===== src/rtl/core/vdna_pkg.sv =====
// vdna_pkg: shared types and helpers for the vertex dedup / normal accumulate block
// payload structs, stored entry, chain token, saturating add; no dependencies
`default_nettype none

package vdna_pkg;

  localparam int unsigned VDNA_MAX_VERTICES = 1024;
  localparam int unsigned VDNA_N_CELLS      = 32;
  localparam int unsigned VDNA_OUT_IDX_W    = 11;

  typedef struct packed {
    logic signed [31:0] pos_x;
    logic signed [31:0] pos_y;
    logic signed [31:0] pos_z;
    logic signed [31:0] nrm_x;
    logic signed [31:0] nrm_y;
    logic signed [31:0] nrm_z;
  } vdna_in_t;

  typedef struct packed {
    logic [VDNA_OUT_IDX_W-1:0] vertex_index;
    logic                      was_found;
    logic                      table_full;
    logic signed [31:0]        sum_x;
    logic signed [31:0]        sum_y;
    logic signed [31:0]        sum_z;
  } vdna_out_t;

  // one stored vertex: position key and running normal sum
  typedef struct packed {
    logic signed [31:0] key_x;
    logic signed [31:0] key_y;
    logic signed [31:0] key_z;
    logic signed [31:0] acc_x;
    logic signed [31:0] acc_y;
    logic signed [31:0] acc_z;
  } vdna_entry_t;

  // token handed from cell to cell during a search
  typedef struct packed {
    logic               vld;
    logic               last;
    logic               hit;
    logic signed [31:0] sum_x;
    logic signed [31:0] sum_y;
    logic signed [31:0] sum_z;
  } vdna_tok_t;

  function automatic logic signed [31:0] sat_add(logic signed [31:0] a,
                                                 logic signed [31:0] b);
    logic signed [32:0] s;
    s = {a[31], a} + {b[31], b};
    if (s[32] != s[31]) begin
      return s[32] ? 32'sh8000_0000 : 32'sh7fff_ffff;
    end
    return s[31:0];
  endfunction

endpackage

`default_nettype wire


===== src/rtl/core/vdna_cell.sv =====
// vdna_cell: one bank of the vertex table plus its compare / accumulate stage
// depends on vdna_pkg; instantiated in a row by vertex_dedup_normal_accumulate
`default_nettype none

module vdna_cell #(
  parameter int unsigned CELL_IDX = 0,
  parameter int unsigned DEPTH    = 1,
  parameter int unsigned ADDR_W   = 1,
  parameter int unsigned IDX_W    = 11
) (
  input  wire logic                  clk_i,
  input  wire logic                  rst_ni,
  input  wire vdna_pkg::vdna_in_t    qry_i,
  input  wire logic [IDX_W-1:0]      count_i,
  input  wire vdna_pkg::vdna_tok_t   tok_i,
  input  wire logic [ADDR_W-1:0]     addr_i,
  input  wire logic [IDX_W-1:0]      idx_i,
  output vdna_pkg::vdna_tok_t        tok_o,
  output logic [ADDR_W-1:0]          addr_o,
  output logic [IDX_W-1:0]           idx_o,
  input  wire logic                  wr_en_i,
  input  wire logic [ADDR_W-1:0]     wr_addr_i,
  input  wire vdna_pkg::vdna_entry_t wr_entry_i
);
  import vdna_pkg::*;

  localparam int unsigned BASE = CELL_IDX * DEPTH;

  vdna_entry_t       mem_q [DEPTH];
  vdna_entry_t       rd_q;
  vdna_tok_t         tok_q;
  logic [ADDR_W-1:0] addr_q;
  logic [IDX_W-1:0]  idx_q;

  logic [IDX_W:0]     gidx;
  logic               live;
  logic               match;
  logic signed [31:0] sx, sy, sz;
  vdna_entry_t        wb;

  always_comb begin
    gidx  = (IDX_W+1)'(BASE) + (IDX_W+1)'(addr_q);
    live  = gidx < {1'b0, count_i};
    match = tok_q.vld && live &&
            (rd_q.key_x == qry_i.pos_x) &&
            (rd_q.key_y == qry_i.pos_y) &&
            (rd_q.key_z == qry_i.pos_z);
    sx = sat_add(rd_q.acc_x, qry_i.nrm_x);
    sy = sat_add(rd_q.acc_y, qry_i.nrm_y);
    sz = sat_add(rd_q.acc_z, qry_i.nrm_z);
    wb = '{key_x: rd_q.key_x, key_y: rd_q.key_y, key_z: rd_q.key_z,
           acc_x: sx, acc_y: sy, acc_z: sz};
    tok_o = tok_q;
    if (match) begin
      tok_o.hit   = 1'b1;
      tok_o.sum_x = sx;
      tok_o.sum_y = sy;
      tok_o.sum_z = sz;
    end
    addr_o = addr_q;
    idx_o  = match ? gidx[IDX_W-1:0] : idx_q;
  end

  always_ff @(posedge clk_i or negedge rst_ni) begin
    if (!rst_ni) begin
      tok_q <= '0;
    end else begin
      tok_q <= tok_i;
    end
  end

  // bank storage: hit write-back and append never land in the same cycle
  always_ff @(posedge clk_i) begin
    rd_q   <= mem_q[addr_i];
    addr_q <= addr_i;
    idx_q  <= idx_i;
    if (match) begin
      mem_q[addr_q] <= wb;
    end else if (wr_en_i) begin
      mem_q[wr_addr_i] <= wr_entry_i;
    end
  end

endmodule

`default_nettype wire


===== config.mk =====
export PLATFORM = sky130hd
export DESIGN_NAME = vdna_cell
export DESIGN_NICKNAME = d
export VERILOG_FILES = /design/src/rtl/core/vdna_pkg.sv /design/src/rtl/core/vdna_cell.sv
export SDC_FILE = /design/constraint.sdc
export NUM_CORES = 1
export LEC_CHECK = 0
export ABC_AREA = 1
export BUFFER_PORTS_ARGS = -buffer_cell sky130_fd_sc_hd__buf_2
export CAP_MARGIN = 20
export CORE_UTILIZATION = 45
export CTS_CLUSTER_SIZE = 28
export DETAILED_ROUTE_END_ITERATION = 6
export PLACE_DENSITY = 0.72
export SLEW_MARGIN = 25
export SYNTH_ARGS = -nofsm -noshare
export SYNTH_HDL_FRONTEND = slang
export SYNTH_SLANG_ARGS = --single-unit

===== constraint.sdc =====
create_clock -name clk_i -period 6.1 [get_ports clk_i]
set_clock_uncertainty 0.05 [all_clocks]
set_input_delay 0.915 -clock clk_i [delete_from_list [all_inputs] [get_ports clk_i]]
set_output_delay 0.915 -clock clk_i [all_outputs]
set_load 0.03 [all_outputs]

==> results of run 1 <==
## cell families (layout without fill, tap and decap cells)
logic type / after synthesis / count (layout) / synth area share, %
DFF: 495 / 495 / 46.2
buffers and inverters: 605 / 1242 / 9.05
xor gates and xnor gates: 28 / 28 / 0.920
adders and majority gates: 105 / 105 / 5.01
and+or+nand+nor: 2320 / 2320 / 35.5
AOI/OAI and AO/OA: 171 / 171 / 3.34
other: 0 / 20 / 0
## cells in the mapped netlist (2+ instances only)
master / n / area [um2]
a21oi_1: 102 / 510
o21bai_1: 7 / 52.6
edfxtp_1: 192 / 5770
xnor2_1: 19 / 166
a21o_1: 3 / 22.5
dfxtp_1: 204 / 4080
and2_1: 9 / 56.3
o21ai_0: 53 / 265
nand2_1: 1638 / 6150
buf_4: 23 / 173
or2_2: 24 / 150
buf_2: 44 / 220
nand2_2: 2 / 12.5
nand3b_1: 15 / 113
clkbuf_1: 29 / 109
fa_1: 3 / 60.1
nand4_1: 45 / 282
nor2_1: 214 / 803
buf_1: 8 / 30.0
xor2_1: 9 / 78.8
inv_1: 498 / 1870
dfrtp_1: 99 / 2480
a31oi_1: 3 / 18.8
or2_1: 6 / 37.5
ha_1: 102 / 1280
clkinv_1: 2 / 7.51
nand3_2: 3 / 30.0
nand3_1: 340 / 1700
nor3_1: 21 / 105
and3_1: 2 / 12.5
## critical path: cells and delay by family
kind / cells / cell delay, ns
simple gates: 13 / 1.47
fa+ha+maj: 3 / 0.99
buf+inv: 6 / 0.91
## worst paths after layout
kind,from,to,slack [ns],cells after the start
setup / recovery,qry_i[32],tok_o[58],0.82,22
hold / removal,mem_q[0][40],rd_q[40],0.28,0
setup reg to reg,rd_q[98],mem_q[0][76],2.02,9
hold reg to reg,mem_q[0][40],rd_q[40],0.28,0
max in group asynchronous,rst_ni,tok_q[69],4.48,2
min in group asynchronous,rst_ni,tok_q[14],0.30,1
## power groups by stage
stage | clock, W | sequential, W | combinational [W]
after detailed placement | 0 | 0.00431 | 0.00493
after CTS | 0.00335 | 0.00425 | 0.00496
after global placement | 0 | 0.00429 | 0.00489
final | 0.00331 | 0.00425 | 0.00498
after global routing | 0.00349 | 0.00429 | 0.00564
after floorplan | 0 | 0.00425 | 0.00341
## metal layers
| layer | part of all wire (%) | track usage [%] |
|---|---|---|
| met5 | 0.19 | 0 |
| met4 | 3.0 | 10.2 |
| met3 | 7.7 | 6.16 |
| met2 | 48 | 51.2 |
| met1 | 41 | 37.4 |
## stage by stage
step / worst slack [ns] / hold WS (ns)
3_3_place_gp: 0.907 / 0.273
2_1_floorplan: 1.29 / 0.273
5_1_grt: 0.561 / 0.288
6_report: 0.821 / 0.282
3_5_place_dp: 0.892 / 0.277
4_1_cts: 0.870 / 0.279
## sequential cells by signal (all words and copies together) (netlist names)
signal / count
idx_q: 11
mem_q: 192
tok_o: 2
addr_o: 1
rd_q: 192
tok_q: 97
## cell usage in the layout, fill, tap and decap left out, types with 3 or more instances in the layout
cell type and count:
nand2_1 1638, buf_12 3, clkinvlp_4 3, clkbuf_16 54, xnor2_1 19, xor2_1 9
buf_4 20, ha_1 102, dfrtp_1 99, a21o_1 3, clkinv_2 12, inv_1 498
a31oi_1 3, edfxtp_1 192, o21bai_1 7, a21oi_1 102, nand3b_1 15, nor3_1 21
nor2_1 213, inv_6 6, clkbuf_1 11, buf_2 617, nand4_1 45, clkbuf_8 5
dfxtp_1 204, or2_1 6, and2_1 9, nand3_1 340, o21ai_0 53, diode_2 20
nand3_2 3, or2_2 23, bufinv_16 4, fa_1 3
## cell type report
type,instances,area (um2)
Clock inverter,30,307
Inverter,501,1880
Antenna cell,20,50.0
Fill cell,5691,25900
Multi-Input combinational cell,2624,12000
Tap cell,765,957
Clock buffer,70,1460
Timing Repair Buffer,641,3310
Sequential cell,495,12300
==> impl_metrics.py, run 1 <==
metrics = {
    "run_status": {
        "run_status": "completed",
    },
    "power": {
        "seq_power_share_pct": 33.9,
        "p_int_w": 0.00752,
        "switching_share_pct": 40.0,
        "leakagePower_nw": 17.9,
        "netSwitchingPower_w": 0.00502,
        "power_frac_comb_pct": 39.7,
        "power.total_w": 0.0125,
        "vdd_drop_max_uv": 261,
        "powerDensity_mw_per_mm2": 389,
        "power_frac_clock_pct": 26.4,
    },
    "detailed_routing": {
        "drtPass1Iterations": 5,
        "drtIter0Drc": 1659,
        "wl_um": 91500,
        "drtAntennaViolNets": 0,
        "viasPerCell": 4.94,
        "wire_per_inst_um": 17.8,
        "vias": 25400,
        "drc": 0,
    },
    "layout": {
        "area_growth_syn_to_layout_pct": 21.0,
        "layout-drive-gt1-share_pct": 17.5,
        "utilization_pct": 55.5,
        "fin_cells": 5146,
        "design_area_mm2": 0.0323,
        "nets": 4932,
    },
    "setup_path": {
        "crit_slowest_cell": "ha_1",
        "cp_max_fo": 15,
        "cp_common_cell": "nand2_1",
        "critPathArrivalTime_ns": 4.31,
        "cpPeakStageDelay_ns": 0.41,
        "timing_worst_setup_path_type": "in2out",
        "crit_required_ns": 5.13,
        "crit_chain": "buf_2, ha_1, inv_1, fa_1, inv_1, nand2_1, nand2_1, nand3_1, nand2_1, nand2_1, nand2_1, nand2_1, nand3_1, nand2_1, ha_1, inv_1, buf_4, nand3_1, nand2_1, nand2_1, nand2_1, buf_2",
        "start_kind": "input pin",
        "endpoint_kind": "output port",
    },
    "place": {
        "gp_congestion": 0.988,
        "place_area_mm2": 0.0304,
        "dp_hpwl_um": 71600,
        "portBuffers": 619,
        "dpl.cell_count": 5026,
    },
    "clock_tree": {
        "cts.repair.resized": 0,
        "cts_buffers": 54,
        "cts_hold_buf": 0,
        "post_cts_buffers": 0,
        "cts_sinks": 495,
        "cts.clk_slew.worst_paths_ns": 0.07,
        "cts_root_buffer": "clkbuf_16",
        "cts_max_level": 2,
        "cts_tree": "built",
        "clk_latency_ns": 0.61,
        "max-clock-path-buffers": 3,
    },
    "logic_synthesis": {
        "synthArstFlopShare_pct": 20.0,
        "synth_warnings": 0,
        "yosysUniqueCellTypes": 35,
        "syn_area_mm2": 0.0267,
        "synth_edf_count": 192,
        "yosysSeqAreaShare_pct": 46.2,
        "yosys_register_bits": 495,
        "ys.flop_type": "dfxtp_1",
        "syn_inst": 3724,
        "synth_area_per_cell_um2": 7.16,
        "syn_nets": 4339,
    },
    "hold_path": {
        "min_path_type": "reg2reg",
    },
    "global_route": {
        "grt_pass1_wl_um": 138000,
        "grt_max_degree": 189,
        "grt_pass1_vias": 24300,
        "track_usage_pct": 30.0,
        "gr-total-overflow": 0,
        "antenna_found_initial": 29,
    },
    "floorplan": {
        "io_pins": 621,
        "start_util_pct": 45.9,
        "die-height_um": 245,
        "die_w_um": 245,
        "coreArea_mm2": 0.0581,
        "die_area_mm2": 0.0602,
        "rows": 88,
    },
    "run": {
        "max_cap_violations": 0,
    },
    "sta": {
        "period_needed_ns": 5.28,
        "final_max_slew_viol_count": 0,
        "worst-slew-pin-transition_ns": 1.00,
        "fin_crit_sh_pct": 86.5,
        "setup_viol": 0,
        "hold_violations": 0,
        "rsz0062_at_grt": "false",
        "fmax_ghz": 0.189,
        "setup_tns_ns": 0,
        "maxSlewHeadroom_pct": 32.7,
    },
}
Power figures use the tool's default switching activity.
==> run 2: changes to the inputs <==
- ABC_AREA: 1 -> default
- CORE_AREA: default -> 2 2 244 246
- CORE_UTILIZATION: 45 -> default
- DIE_AREA: default -> 0 0 246 248
- PLACE_DENSITY: 0.72 -> 0.68
- clock period: 6.1 -> 4.8 ns (I/O delays scaled with it)
==> run 2 against run 1 <==
Effect of this change:
- the flow now finishes with violations (negative setup slack)
- combinational power grew 120%
- via count shrank 18%
- non-clock buffer count grew 295
- sequential power grew 32%
- worst hold slack lost 0.11 ns
- synthesized cell count shrank 42%
- final cell count shrank 24%
- routed wire length shrank 7.6%
- design area grew 5.2%
- die area grew 1.3%
- utilization grew 2.5 points
- largest cell class unchanged
- largest power group unchanged
- highest routed layer unchanged
==> impl_metrics.py, run 2 <==
metrics = {
    "power": {
        "power.total_w": 0.0207,
        "seq_power_share_pct": 27.0,
        "p_int_w": 0.0133,
        "netSwitchingPower_w": 0.00748,
        "vdd_drop_max_uv": 557,
        "switching_share_pct": 36.1,
        "powerDensity_mw_per_mm2": 611,
        "leakagePower_nw": 15.2,
        "power_frac_clock_pct": 21.2,
        "power_frac_comb_pct": 51.9,
    },
    "global_route": {
        "grt_pass1_wl_um": 122000,
        "gr-total-overflow": 0,
        "grt_pass1_vias": 21100,
        "antenna_found_initial": 20,
        "grt_max_degree": 89,
        "track_usage_pct": 26.2,
    },
    "logic_synthesis": {
        "synth_top_area_cell": "edfxtp_1",
        "syn_inst": 2154,
        "yosysSeqAreaShare_pct": 53.5,
        "synth-xor-area-share_pct": 4.56,
        "synth_warnings": 0,
        "yosys-top-cells-area": "edfxtp_1, dfxtp_1, dfrtp_1",
        "synth_edf_count": 192,
        "synth-compound-area-share_pct": 12.5,
        "yosys_register_bits": 495,
        "syn_nets": 2769,
        "ys.flop_type": "dfxtp_1",
        "synth_area_per_cell_um2": 10.7,
        "yosysMostFrequentCell": "nand2_1",
        "netlist_top_cells_count": "nand2_1, dfxtp_1, edfxtp_1, mux2_2, o21ai_0",
        "yosysUniqueCellTypes": 76,
        "synth_top_family_by_area": "simple AND/OR/NAND/NOR gates",
        "synthSimpleGateAreaFrac_pct": 14.0,
        "synth_top_area_share_pct": 25.0,
        "yosys-mux-area-fraction_pct": 6.99,
        "synthAdderAreaFrac_pct": 5.80,
        "syn_area_mm2": 0.0231,
        "synthArstFlopShare_pct": 20.0,
    },
    "detailed_routing": {
        "drtIter0Drc": 1211,
        "vias": 20800,
        "drtPass1Iterations": 5,
        "drtAntennaViolNets": 0,
        "wire_per_inst_um": 21.7,
        "drc": 0,
        "wl_um": 84600,
        "viasPerCell": 5.33,
    },
    "hold_path": {
        "min_path_type": "in2async",
    },
    "sta": {
        "maxSlewHeadroom_pct": 36.5,
        "setup_viol": 89,
        "fmax_ghz": 0.193,
        "worst-slew-pin-transition_ns": 0.953,
        "setup_tns_ns": -16.61,
        "period_needed_ns": 5.19,
        "hold_violations": 0,
        "final_max_slew_viol_count": 0,
        "final.setup.worst_slack_ns": -0.390,
        "rsz0062_at_grt": "true",
        "fin_crit_sh_pct": 108,
    },
    "setup_path": {
        "crit_required_ns": 4.03,
        "r2r-start": "rd_q[34]",
        "reg2reg_depth": 20,
        "start_kind": "register",
        "rrSetupSlack_ns": 0.59,
        "r2r-end": "mem_q[0][33]",
        "endpoint_kind": "output port",
        "critPathArrivalTime_ns": 4.42,
        "cp_max_fo": 4,
        "timing_worst_setup_path_type": "reg2out",
        "crit_slowest_cell": "o32a_1",
        "crit_chain": "ha_4, nand4_1, nor3b_2, nand2_1, o32a_1, a21o_1, a21oi_2, a21oi_2, mux2i_1, or3_4, ha_4, nand2_4, a21o_4, buf_6, o31a_1, a21oi_4, buf_6",
        "cpPeakStageDelay_ns": 0.39,
    },
    "run_status": {
        "violations": "negative setup slack",
        "run_status": "complete, but fails checks",
    },
    "layout": {
        "reg_top3": "mem_q: 192 flops, rd_q: 192 flops, tok_q: 97 flops",
        "fillers": 4721,
        "area_growth_syn_to_layout_pct": 47.2,
        "seq_area_mm2": 0.0123,
        "multi_input_area_mm2": 0.0118,
        "nets": 3678,
        "layout_common_cells": "buf_2, nand2_1, buf_4",
        "layout-drive-gt1-share_pct": 43.7,
        "layout_commonest_cell": "buf_2",
    },
    "floorplan": {
        "start_util_pct": 39.4,
        "die_w_um": 246,
        "coreArea_mm2": 0.0585,
        "die_area_mm2": 0.0610,
        "io_pins": 621,
        "die-height_um": 248,
        "rows": 89,
    },
    "clock_tree": {
        "clk_latency_ns": 0.60,
        "cts.clk_slew.worst_paths_ns": 0.06,
        "cts_max_level": 2,
        "cts_sinks": 495,
        "cts_root_buffer": "clkbuf_16",
        "cts_buffers": 55,
        "cts_tree": "built",
        "max-clock-path-buffers": 3,
    },
    "place": {
        "portBuffers": 619,
        "gp_congestion": 0.938,
        "dp_hpwl_um": 62000,
    },
    "run": {
        "max_cap_violations": 0,
    },
}
## run 2: worst max-delay path, delay by kind of cell, from the launching register on
kind,cells,cell delay [ns]
AO/OA/AOI/OAI,7,1.52
adder cells (fa/ha/maj),2,0.58
buffers and inverters,2,0.29
flip-flops,1,0.32
multiplexers,1,0.15
AND/OR/NAND/NOR,5,0.94
## run 2: final cells by class
| class | instances | share of cell area, % |
|---|---|---|
| antenna | 18 | 0.133 |
| inverter | 65 | 0.756 |
| multi-input combinational | 1510 | 34.7 |
| clock buffer | 77 | 4.81 |
| sequential | 495 | 36.4 |
| tap | 773 | 2.85 |
| clock inverter | 26 | 0.804 |
| timing repair buffer | 936 | 19.5 |
## run 2: logic make-up (layout without fill, tap and decap cells)
group           after synthesis  in the layout
compound gates              442            442
xor+xnor                    120            120
fa+ha+maj                   105            105
buf+inv                     149           1104
flops                       495            495
mux                         144            144
other cells                   0             18
simple gates                699            699
## run 2: per-stage QoR
stage | util, % | area, um2 | hold slack (ns) | instances | worst slack (ns)
after global routing | 58.0 | 33900 | 0.142 | 3889 | -0.522
final | 58.0 | 33900 | 0.171 | 3900 | -0.390
after global placement | 49.5 | 28900 | 0.274 | 3711 | -0.609
after floorplan | - | 23200 | 0.273 | 2154 | -0.289
after CTS | 56.5 | 33000 | 0.133 | 3859 | -0.417
after detailed placement | 49.5 | 28900 | 0.277 | 3711 | -0.592
## run 2: timing repair
item                                    in CTS  in global routing
resized for setup                          446                148
buffers inserted                            38                 32
gates cloned                                 9                  1
endpoints found under the setup margin      96                 96
hold buffers                                 0                  0
pin swaps                                   61                 67
## run 2: worst max path at each step
stage              start   endpoint  slack, ns
2_1_floorplan  qry_i[70]  tok_o[73]      -0.29
3_3_place_gp   qry_i[33]  tok_o[59]      -0.61
3_5_place_dp   qry_i[33]  tok_o[59]      -0.59
4_1_cts         rd_q[19]   tok_o[4]      -0.42
5_1_grt         rd_q[20]  tok_o[13]      -0.52
6_report        rd_q[20]   tok_o[4]      -0.39
## run 2: power by group through the flow
stage	registers, W	clock network, W	logic [W]
after floorplan	0.00554	0	0.00403
after global placement	0.00561	0	0.00685
after detailed placement	0.00564	0	0.00697
after CTS	0.00558	0.00446	0.00956
after global routing	0.00565	0.00463	0.0114
final	0.00559	0.00439	0.0108
## run 2: metal layers
metal	share of wire (%)	GRT usage [%]	wire, um	up-vias
met3	7.3	5.42	6200	236
met4	5.2	12.5	4390	14
met5	0.11	0	93	-
met2	49	45.4	41400	967
li1	-	-	-	9541
met1	38	31.0	32500	10000
